<file path="src/design/u2h_pkg.sv">
// ----------------------------------------------------------------------------
// u2h_pkg: shared definitions for the UTF-8 to HTML reference converter
// Character codes, error codes and code point widths used by the converter
// and its port checker.
// ----------------------------------------------------------------------------
package u2h_pkg;

   localparam int CodeWidth = 32;            // width of a gathered code point
   localparam int NumDigits = 10;            // decimal digits of a 32-bit value

   localparam logic [1:0] ErrNone  = 2'd0;
   localparam logic [1:0] ErrLead  = 2'd1;   // invalid lead byte
   localparam logic [1:0] ErrTrunc = 2'd2;   // sequence cut off at string end

   localparam logic [7:0] CharAmp  = 8'h26;
   localparam logic [7:0] CharHash = 8'h23;
   localparam logic [7:0] CharSemi = 8'h3B;
   localparam logic [7:0] CharZero = 8'h30;

endpackage

</file>
<file path="src/design/utf8_to_html_numeric_escape.sv">
// ----------------------------------------------------------------------------
// utf8_to_html_numeric_escape: UTF-8 byte stream to "&#N;" converter
// Passes ASCII bytes through, gathers multi-byte sequences into a code point
// and writes the code point out as a decimal character reference.
// ----------------------------------------------------------------------------
// A byte that completes no sequence is taken, and any single result it
// causes sits in the output register from the next cycle. A byte that
// completes a sequence is taken, then passes through the shift-and-add-three
// unit that turns the 32-bit code point into ten BCD digits, one bit per
// cycle, and its characters (4 to 13 of them) are then loaded into the output
// register in order as it frees. The block accepts no new byte until the
// last character of a reference has been loaded into the output register.
module utf8_to_html_numeric_escape (
   input  logic       clock,
   input  logic       reset,
   input  logic       req_valid,
   output logic       req_ready,
   input  logic [7:0] req_in_byte,
   input  logic       req_end_of_string,
   output logic       rsp_valid,
   input  logic       rsp_ready,
   output logic [7:0] rsp_out_byte,
   output logic       rsp_run_last,
   output logic       rsp_string_done,
   output logic [1:0] rsp_error_code
);

   localparam int CW = u2h_pkg::CodeWidth;
   localparam int ND = u2h_pkg::NumDigits;
   localparam int CntW = $clog2(CW);
   localparam int DigW = $clog2(ND);

   typedef enum logic [2:0] {
      S_IDLE, S_CONV, S_AMP, S_HASH, S_DIG, S_SEMI
   } state_type;

   state_type                  state_ff, state_in;
   logic [CW-1:0]              accum_ff, accum_in;
   logic [2:0]                 pending_ff, pending_in;
   logic                       discard_ff, discard_in;
   logic                       eos_ff, eos_in;
   logic [CW-1:0]              shift_ff, shift_in;
   logic [ND-1:0][3:0]         bcd_ff, bcd_in;
   logic [ND-1:0][3:0]         bcd_adj;
   logic [CntW-1:0]            count_ff, count_in;
   logic [DigW-1:0]            dig_ff, dig_in;
   logic                       rsp_valid_ff, rsp_valid_in;
   logic [7:0]                 out_byte_ff, out_byte_in;
   logic                       run_last_ff, run_last_in;
   logic                       done_ff, done_in;
   logic [1:0]                 err_ff, err_in;
   logic                       can_load;
   logic [CW-1:0]              acc_next;
   logic [2:0]                 pend_next;

   function automatic logic [DigW-1:0] lead_digit(input logic [ND-1:0][3:0] d);
      logic [DigW-1:0] idx;
      idx = '0;
      for (int i = 0; i < ND; i++) begin
         if (d[i] != 4'd0) idx = DigW'(i);
      end
      return idx;
   endfunction

   assign can_load  = !rsp_valid_ff || rsp_ready;
   assign req_ready = (state_ff == S_IDLE) && can_load;

   assign acc_next  = {accum_ff[CW-7:0], 6'b0} + {{(CW-8){1'b0}}, req_in_byte} - CW'(128);
   assign pend_next = pending_ff - 3'd1;

   always_comb begin
      for (int i = 0; i < ND; i++) begin
         bcd_adj[i] = (bcd_ff[i] >= 4'd5) ? bcd_ff[i] + 4'd3 : bcd_ff[i];
      end
   end

   always_comb begin
      state_in     = state_ff;
      accum_in     = accum_ff;
      pending_in   = pending_ff;
      discard_in   = discard_ff;
      eos_in       = eos_ff;
      shift_in     = shift_ff;
      bcd_in       = bcd_ff;
      count_in     = count_ff;
      dig_in       = dig_ff;
      rsp_valid_in = rsp_valid_ff && !rsp_ready;
      out_byte_in  = out_byte_ff;
      run_last_in  = run_last_ff;
      done_in      = done_ff;
      err_in       = err_ff;

      unique case (state_ff)
         S_IDLE: begin
            if (req_valid && req_ready) begin
               if (discard_ff) begin
                  if (req_end_of_string) discard_in = 1'b0;
               end else if (pending_ff != 3'd0) begin
                  if (pend_next == 3'd0) begin
                     shift_in   = acc_next;
                     bcd_in     = '0;
                     count_in   = '0;
                     eos_in     = req_end_of_string;
                     accum_in   = '0;
                     pending_in = 3'd0;
                     state_in   = S_CONV;
                  end else if (req_end_of_string) begin
                     accum_in     = '0;
                     pending_in   = 3'd0;
                     rsp_valid_in = 1'b1;
                     out_byte_in  = 8'd0;
                     run_last_in  = 1'b1;
                     done_in      = 1'b1;
                     err_in       = u2h_pkg::ErrTrunc;
                  end else begin
                     accum_in   = acc_next;
                     pending_in = pend_next;
                  end
               end else if (!req_in_byte[7]) begin
                  rsp_valid_in = 1'b1;
                  out_byte_in  = req_in_byte;
                  run_last_in  = 1'b1;
                  done_in      = req_end_of_string;
                  err_in       = u2h_pkg::ErrNone;
               end else if (req_in_byte[7:6] == 2'b10 || req_in_byte[7:1] == 7'h7F) begin
                  // A stray continuation byte or 254/255 kills the rest of the string.
                  discard_in   = !req_end_of_string;
                  rsp_valid_in = 1'b1;
                  out_byte_in  = 8'd0;
                  run_last_in  = 1'b1;
                  done_in      = 1'b1;
                  err_in       = u2h_pkg::ErrLead;
               end else if (req_end_of_string) begin
                  rsp_valid_in = 1'b1;
                  out_byte_in  = 8'd0;
                  run_last_in  = 1'b1;
                  done_in      = 1'b1;
                  err_in       = u2h_pkg::ErrTrunc;
               end else begin
                  // The first zero below the leading ones sets the sequence length.
                  if (!req_in_byte[5]) begin
                     pending_in = 3'd1;
                     accum_in   = {{(CW-5){1'b0}}, req_in_byte[4:0]};
                  end else if (!req_in_byte[4]) begin
                     pending_in = 3'd2;
                     accum_in   = {{(CW-4){1'b0}}, req_in_byte[3:0]};
                  end else if (!req_in_byte[3]) begin
                     pending_in = 3'd3;
                     accum_in   = {{(CW-3){1'b0}}, req_in_byte[2:0]};
                  end else if (!req_in_byte[2]) begin
                     pending_in = 3'd4;
                     accum_in   = {{(CW-2){1'b0}}, req_in_byte[1:0]};
                  end else begin
                     pending_in = 3'd5;
                     accum_in   = {{(CW-1){1'b0}}, req_in_byte[0]};
                  end
               end
            end
         end
         S_CONV: begin
            // One binary bit moves into the BCD register per cycle.
            bcd_in   = {bcd_adj[ND-1:0]} << 1;
            bcd_in[0][0] = shift_ff[CW-1];
            shift_in = shift_ff << 1;
            count_in = count_ff + CntW'(1);
            if (count_ff == CntW'(CW-1)) state_in = S_AMP;
         end
         S_AMP: begin
            if (can_load) begin
               rsp_valid_in = 1'b1;
               out_byte_in  = u2h_pkg::CharAmp;
               run_last_in  = 1'b0;
               done_in      = 1'b0;
               err_in       = u2h_pkg::ErrNone;
               state_in     = S_HASH;
            end
         end
         S_HASH: begin
            if (can_load) begin
               rsp_valid_in = 1'b1;
               out_byte_in  = u2h_pkg::CharHash;
               run_last_in  = 1'b0;
               done_in      = 1'b0;
               err_in       = u2h_pkg::ErrNone;
               dig_in       = lead_digit(bcd_ff);
               state_in     = S_DIG;
            end
         end
         S_DIG: begin
            if (can_load) begin
               rsp_valid_in = 1'b1;
               out_byte_in  = u2h_pkg::CharZero + {4'd0, bcd_ff[dig_ff]};
               run_last_in  = 1'b0;
               done_in      = 1'b0;
               err_in       = u2h_pkg::ErrNone;
               if (dig_ff == '0) state_in = S_SEMI;
               else dig_in = dig_ff - DigW'(1);
            end
         end
         S_SEMI: begin
            if (can_load) begin
               rsp_valid_in = 1'b1;
               out_byte_in  = u2h_pkg::CharSemi;
               run_last_in  = 1'b1;
               done_in      = eos_ff;
               err_in       = u2h_pkg::ErrNone;
               state_in     = S_IDLE;
            end
         end
         default: state_in = S_IDLE;
      endcase
   end

   always_ff @(posedge clock) begin
      if (reset) begin
         state_ff     <= S_IDLE;
         accum_ff     <= '0;
         pending_ff   <= 3'd0;
         discard_ff   <= 1'b0;
         rsp_valid_ff <= 1'b0;
      end else begin
         state_ff     <= state_in;
         accum_ff     <= accum_in;
         pending_ff   <= pending_in;
         discard_ff   <= discard_in;
         rsp_valid_ff <= rsp_valid_in;
      end
      eos_ff      <= eos_in;
      shift_ff    <= shift_in;
      bcd_ff      <= bcd_in;
      count_ff    <= count_in;
      dig_ff      <= dig_in;
      out_byte_ff <= out_byte_in;
      run_last_ff <= run_last_in;
      done_ff     <= done_in;
      err_ff      <= err_in;
   end

   assign rsp_valid       = rsp_valid_ff;
   assign rsp_out_byte    = out_byte_ff;
   assign rsp_run_last    = run_last_ff;
   assign rsp_string_done = done_ff;
   assign rsp_error_code  = err_ff;

endmodule

</file>
<file path="config.mk">
export PLATFORM = sky130hd
export DESIGN_NAME = utf8_to_html_numeric_escape
export DESIGN_NICKNAME = d
export VERILOG_FILES = /design/src/design/u2h_pkg.sv /design/src/design/utf8_to_html_numeric_escape.sv
export SDC_FILE = /design/constraint.sdc
export NUM_CORES = 1
export LEC_CHECK = 0
export BUFFER_PORTS_ARGS = -buffer_cell sky130_fd_sc_hd__buf_2
export CORE_MARGIN = 1.5
export CORE_UTILIZATION = 55
export CTS_CLUSTER_DIAMETER = 80
export DETAILED_ROUTE_END_ITERATION = 16
export GPL_TIMING_DRIVEN = 0
export HOLD_SLACK_MARGIN = 0.1
export PLACE_DENSITY_LB_ADDON = 0.25
export SLEW_MARGIN = 20
export SYNTH_ARGS = -nofsm -noshare
export SYNTH_HDL_FRONTEND = slang
export SYNTH_SLANG_ARGS = --single-unit
</file>
<file path="constraint.sdc">
create_clock -name clock -period 8.2 [get_ports clock]
set_input_delay 1.64 -clock clock [delete_from_list [all_inputs] [get_ports clock]]
set_output_delay 1.64 -clock clock [all_outputs]
set_load 0.03 [all_outputs]
</file>
# Yosys cells after proc, flatten, opt, wreduce, memory -nomap -nowiden

Cells that the tools add are included.
Widths: inputs -> output; s select.

Register bits: 128
Bits of input ports: 13
Output and inout bits: 14
Word-level logic and storage cells: 238

Add/subtract/negate cells: 16
$lt $le $gt $ge: 11
Eq/ne operators: 24
Mux-type cells: 125
Bitwise logic cells: 1
Reductions and logical operators: 38

Operators with widths:

| cell                  | number |
|---|---|
| $mux 40               | 4 |
| $mux 26               | 6 |
| $mux 32               | 4 |
| $mux 4                | 22 |
| $mux 8                | 11 |
| $pmux 40 s2           | 1 |
| $pmux 32 s2           | 1 |
| $mux 3                | 21 |
| $ge 4x3->1 const B    | 10 |
| $pmux 8 s5            | 1 |
| $add 4x2->4 const B   | 9 |
| $reduce_bool 4->1     | 9 |
| $add 32x8->32         | 1 |
| $mux 1                | 32 |
| $sub 32x8->32 const B | 1 |
| $mux 5                | 5 |
| $mux 2                | 9 |
| $ne 2x2->1 const B    | 9 |
| $pmux 3 s6            | 1 |
| $bmux 4 s4            | 1 |
| $reduce_and 5->1      | 3 |
| $ne 2x1->1 const B    | 6 |
| $reduce_and 6->1      | 2 |
| $pmux 5 s2            | 1 |
| other kinds (32)      | 45 |

# Depth between registers and ports, before layout

Depth in word-level cells: 12
Depth in mapped cells: 13
Gate-level depth less buffers: 13

# Worst setup path after synthesis

No wires, ideal clock.

Path type: input port to flip-flop
From: in rsp_ready
To: reg bcd_ff[0] (netlist bit), enable pin
Setup time: 538 ps
Data arrival time: 5801 ps
Required time: 7662 ps
Slack: 1861 ps
Stages on the path: 4
Buffers on the path: 0
Cell sequence: nand2b_1 and3_4 nand2b_4 a21oi_1

Word-level cells in the longest chain between the ends: 5

RTL lines:

| element                           | RTL line                           | text |
|---|---|---|
| start, declared                   | utf8_to_html_numeric_escape.sv:21  | `input logic rsp_ready,` |
| $logic_or 1x1->1                  | utf8_to_html_numeric_escape.sv:65  | `assign can_load = !rsp_valid_ff \|\| rsp_ready;` |
| $logic_and 1x1->1                 | utf8_to_html_numeric_escape.sv:66  | `assign req_ready = (state_ff == S_IDLE) && can_load;` |
| $logic_and 1x1->1                 | utf8_to_html_numeric_escape.sv:95  | `if (req_valid && req_ready) begin` |
| $ne 2x1->1 (no source line)       | -                                  |  |
| $reduce_and 5->1 (no source line) | -                                  |  |
| end signal, assigned              | utf8_to_html_numeric_escape.sv:230 | `bcd_ff <= bcd_in;` |
| end, declared                     | utf8_to_html_numeric_escape.sv:43  | `logic [ND-1:0][3:0] bcd_ff, bcd_in;` |

Every way passes these cells.
A chain may end at the register's enable or synchronous reset.

# Final worst setup path

From: in req_in_byte[7]
To: reg shift_ff[25], data pin

Word-level cells in the longest chain between the ends: 7

RTL lines:

| element              | RTL line                           | text |
|---|---|---|
| start, declared      | utf8_to_html_numeric_escape.sv:18  | `input logic [7:0] req_in_byte,` |
| $add 32x8->32        | utf8_to_html_numeric_escape.sv:68  | `assign acc_next = {accum_ff[CW-7:0], 6'b0} + {{(CW-8){1'b0}}, req_in_byte} - CW'(128);` |
| $sub 32x8->32        | utf8_to_html_numeric_escape.sv:68  |  |
| $mux 32              | utf8_to_html_numeric_escape.sv:99  | `if (pend_next == 3'd0) begin` |
| $mux 32              | utf8_to_html_numeric_escape.sv:98  | `end else if (pending_ff != 3'd0) begin` |
| $mux 32              | utf8_to_html_numeric_escape.sv:96  | `if (discard_ff) begin` |
| $mux 32              | utf8_to_html_numeric_escape.sv:95  |  |
| $pmux 32 s2          | utf8_to_html_numeric_escape.sv:93  | `unique case (state_ff)` |
| via shift_in[25]     | utf8_to_html_numeric_escape.sv:42  | `logic [CW-1:0] shift_ff, shift_in;` |
| end signal, assigned | utf8_to_html_numeric_escape.sv:229 | `shift_ff <= shift_in;` |
| end, declared        | utf8_to_html_numeric_escape.sv:42  |  |

The timed path passes the listed nets, and every way through them passes these cells. The select of a mux whose other input is x is not followed.

==> results.toml <==
[status]
status = "completed"

[yosys]
ys_types = 66
seq_area_frac_synth = 0.432
synth_top_area_share = 0.348
ys.warnings.count = 0
ys_seq_elements = 128
syn_nets = 933
netlist_top_cells_area = "edfxtp_1 (35%), dfxtp_1 (8.4%), ha_1 (8.0%)"
synthFlopType = "edfxtp_1"
synthTopCellsByCount = "nand2_1 (107), edfxtp_1 (94), a21oi_1 (85)"
ys_async_sr_fraction = 0
synthCells = 867
synth-edff-count = 94
syn-cell-area_mm2 = 0.00811
yosysTopAreaCell = "edfxtp_1"
synth_most_common_cell = "nand2_1"
synth_area_per_cell_um2 = 9.35

[setup_path]
r2r_slack_ps = 4900
worst_path_largest_cell_delay_ps = 380
critPathKind = "in2reg"
worstSetupEndpointType = "flip-flop"
critPathMaxFanout = 5
crit_family = "adder cells"
worstReg2RegStart = "state_ff[1]"
crit_slowest_cell = "fa_1"
startpoint_type = "input port"
critPathMostFrequentCell = "inv_1"
cp.required_ps = 8370
ff2ff_path_depth = 7
arrival_ps = 4320
crit_chain = "buf_2 > inv_1 > ha_1 > inv_1 > ha_1 > inv_1 > fa_1 > nand2b_1 > a21oi_1 > o21ai_2 > a21oi_2 > a311oi_2 > xnor2_1 > mux2_2"
r2r-end = "shift_ff[11]"
path_buf_inv = 4

[place]
place_ws_ps = 3640
portBuffers = 25
place_hpwl_um = 13400
gp_congestion = 0.866
place_area_mm2 = 0.00856

[cts]
root_buffer = "clkbuf_16"
cts_resized = 0
cts_hold_buf = 0
cts_tree = "done"
cts_sinks = 128
insertion_delay_ps = 430
clock_path_buffers = 2
cts_made_buffers = 17
htree_levels = 4
post_cts_buffers = 0
clk_pin_slew_ps = 60

[timing]
finalSetupViolations = 0
tightest_slew_ps = 1010
slew_viol_final = 0
finalHoldViolCount = 0
finalCriticalPeriod_ps = 4150
finalCritPeriodShare = 0.506
whs_ps = 495
skew_ps = 16.5
fmax_ghz = 0.241
rsz0062_at_grt = "no"
setup_ws_ps = 4050
max_slew_margin = 0.324

[global_route]
overflow = 0
grt_pass1_vias = 6071
grt_max_degree = 25
antenna_found_initial = 0
track_usage = 0.245
grt_pass1_wl_um = 30500

[hold_path]
hold_path_end = "accum_ff[9]"
holdCritStartpoint = "accum_ff[9]"
hold_path_depth = 2
min_path_type = "reg2reg"

[layout]
layout.nets = 981
area_growth_pct = 12.7
final_layout_size_suffix_gt1_frac = 0.116
n_antenna_cell = 0
final_cell_area_mm2 = 0.00914

[floorplanning]
die_area_mm2 = 0.0155
num_rows = 44
fp.dieW_um = 124
pin_count = 27
coreArea_mm2 = 0.0145
start_util = 0.560
die-height_um = 124

[drt]
wirelength_um = 18500
wl_per_cell_um = 16.7
drt_pass1_iterations = 5
ant_nets = 0
drtIter0Drc = 658
post_drt_via_cell_ratio = 5.81
drc = 0
vias = 6458

[power]
max-vdd-ir-drop_uv = 190
power.density_mw_per_mm2 = 311
power_leakage_nw = 3.54

[job]
drv_cap = 0
worst min-delay path, delay by kind of cell, from the launching register on:
family	cells	cell delay, ps
AOI/OAI and AO/OA	1	50
DFF	1	340
and+or+nand+nor	1	60
cell usage in the layout (no fill, tap or decap), types with 4 or more instances in the layout:
cell type	instances
nand2_1	107
edfxtp_1	94
a21oi_1	84
nor2_1	83
inv_1	63
ha_1	52
o21ai_0	43
buf_2	36
dfxtp_1	34
xor2_1	27
xnor2_1	22
nor3_1	21
a22o_1	17
clkbuf_16	17
clkbuf_1	16
nand2b_1	16
nand3_1	14
nand3b_1	11
o211ai_1	11
nor3b_1	10
o21ai_1	9
mux4_2	8
mux2i_1	8
a31oi_1	8
a21o_1	8
buf_1	5
o21a_1	5
a211oi_1	5
and2_1	5
clkinvlp_4	5
clkinv_4	5
o31ai_1	4
nand4_1	4
a21oi_2	4
mux2_2	4
cells by family after synthesis:
group,after synthesis,share of synthesized area
AO/OA/AOI/OAI,227,0.175
XOR/XNOR,49,0.0529
adder cells (fa/ha/maj),54,0.0839
buffers and inverters,99,0.0495
flip-flops,128,0.432
multiplexers,20,0.0376
AND/OR/NAND/NOR,290,0.169
cell type report:
cell class | count | area (µm²)
inverter | 64 | 240
tap | 184 | 230
timing repair buffer | 29 | 208
clock buffer | 18 | 439
buffer | 35 | 161
multi-input combinational | 640 | 4220
sequential | 128 | 3500
clock inverter | 14 | 134
fill | 1191 | 5340
registers in the layout (all words and copies together) (netlist names):
name,flops
shift_ff,32
accum_ff,26
bcd_ff,40
eos_ff,1
pending_ff,3
rsp_error_code,2
dig_ff,4
state_ff,3
rsp_valid,1
rsp_string_done,1
discard_ff,1
rsp_run_last,1
rsp_out_byte,8
count_ff,5
routing by layer:
metal / part of all wire / wire (µm) / vias to the layer above / global-route usage
met5: 0 / 0 / - / 0
met4: 0.016 / 288 / 0 / 0.0703
met3: 0.051 / 948 / 30 / 0.0541
met2: 0.47 / 8720 / 183 / 0.394
met1: 0.46 / 8580 / 3051 / 0.336
li1: - / - / 3194 / -
power breakdown:
group	leakage [nW]	switching, mW	internal [mW]	total, mW
Clock	0.265	0.304	0.428	0.732
Sequential	1.14	0.0711	0.891	0.962
Combinational	2.14	0.741	0.410	1.15
Total	3.54	1.12	1.73	2.85
worst max-delay path by stage:
stage | start | end | slack (ps) | depth (start not counted)
2_1_floorplan | rsp_ready | bcd_ff[0] | 1860 | 4
5_1_grt | req_in_byte[7] | shift_ff[25] | 3880 | 14
3_3_place_gp | rsp_ready | bcd_ff[13] | -60 | 5
6_report | req_in_byte[7] | shift_ff[25] | 4050 | 14
4_1_cts | req_in_byte[7] | shift_ff[25] | 4070 | 14
3_5_place_dp | req_in_byte[7] | shift_ff[25] | 3640 | 14
per-stage QoR:
stage                     total power [mW]  TNS, ps  std cells   util
final                                 2.85        0       1112  0.631
after global routing                  3.00        0       1112  0.631
after CTS                             2.84        0       1112  0.631
after detailed placement              2.11        0       1080  0.592
after global placement                2.07    -4520       1076  0.585
after floorplan                       1.78        0        867      -
Note: power is estimated with default switching activity, not from simulation.
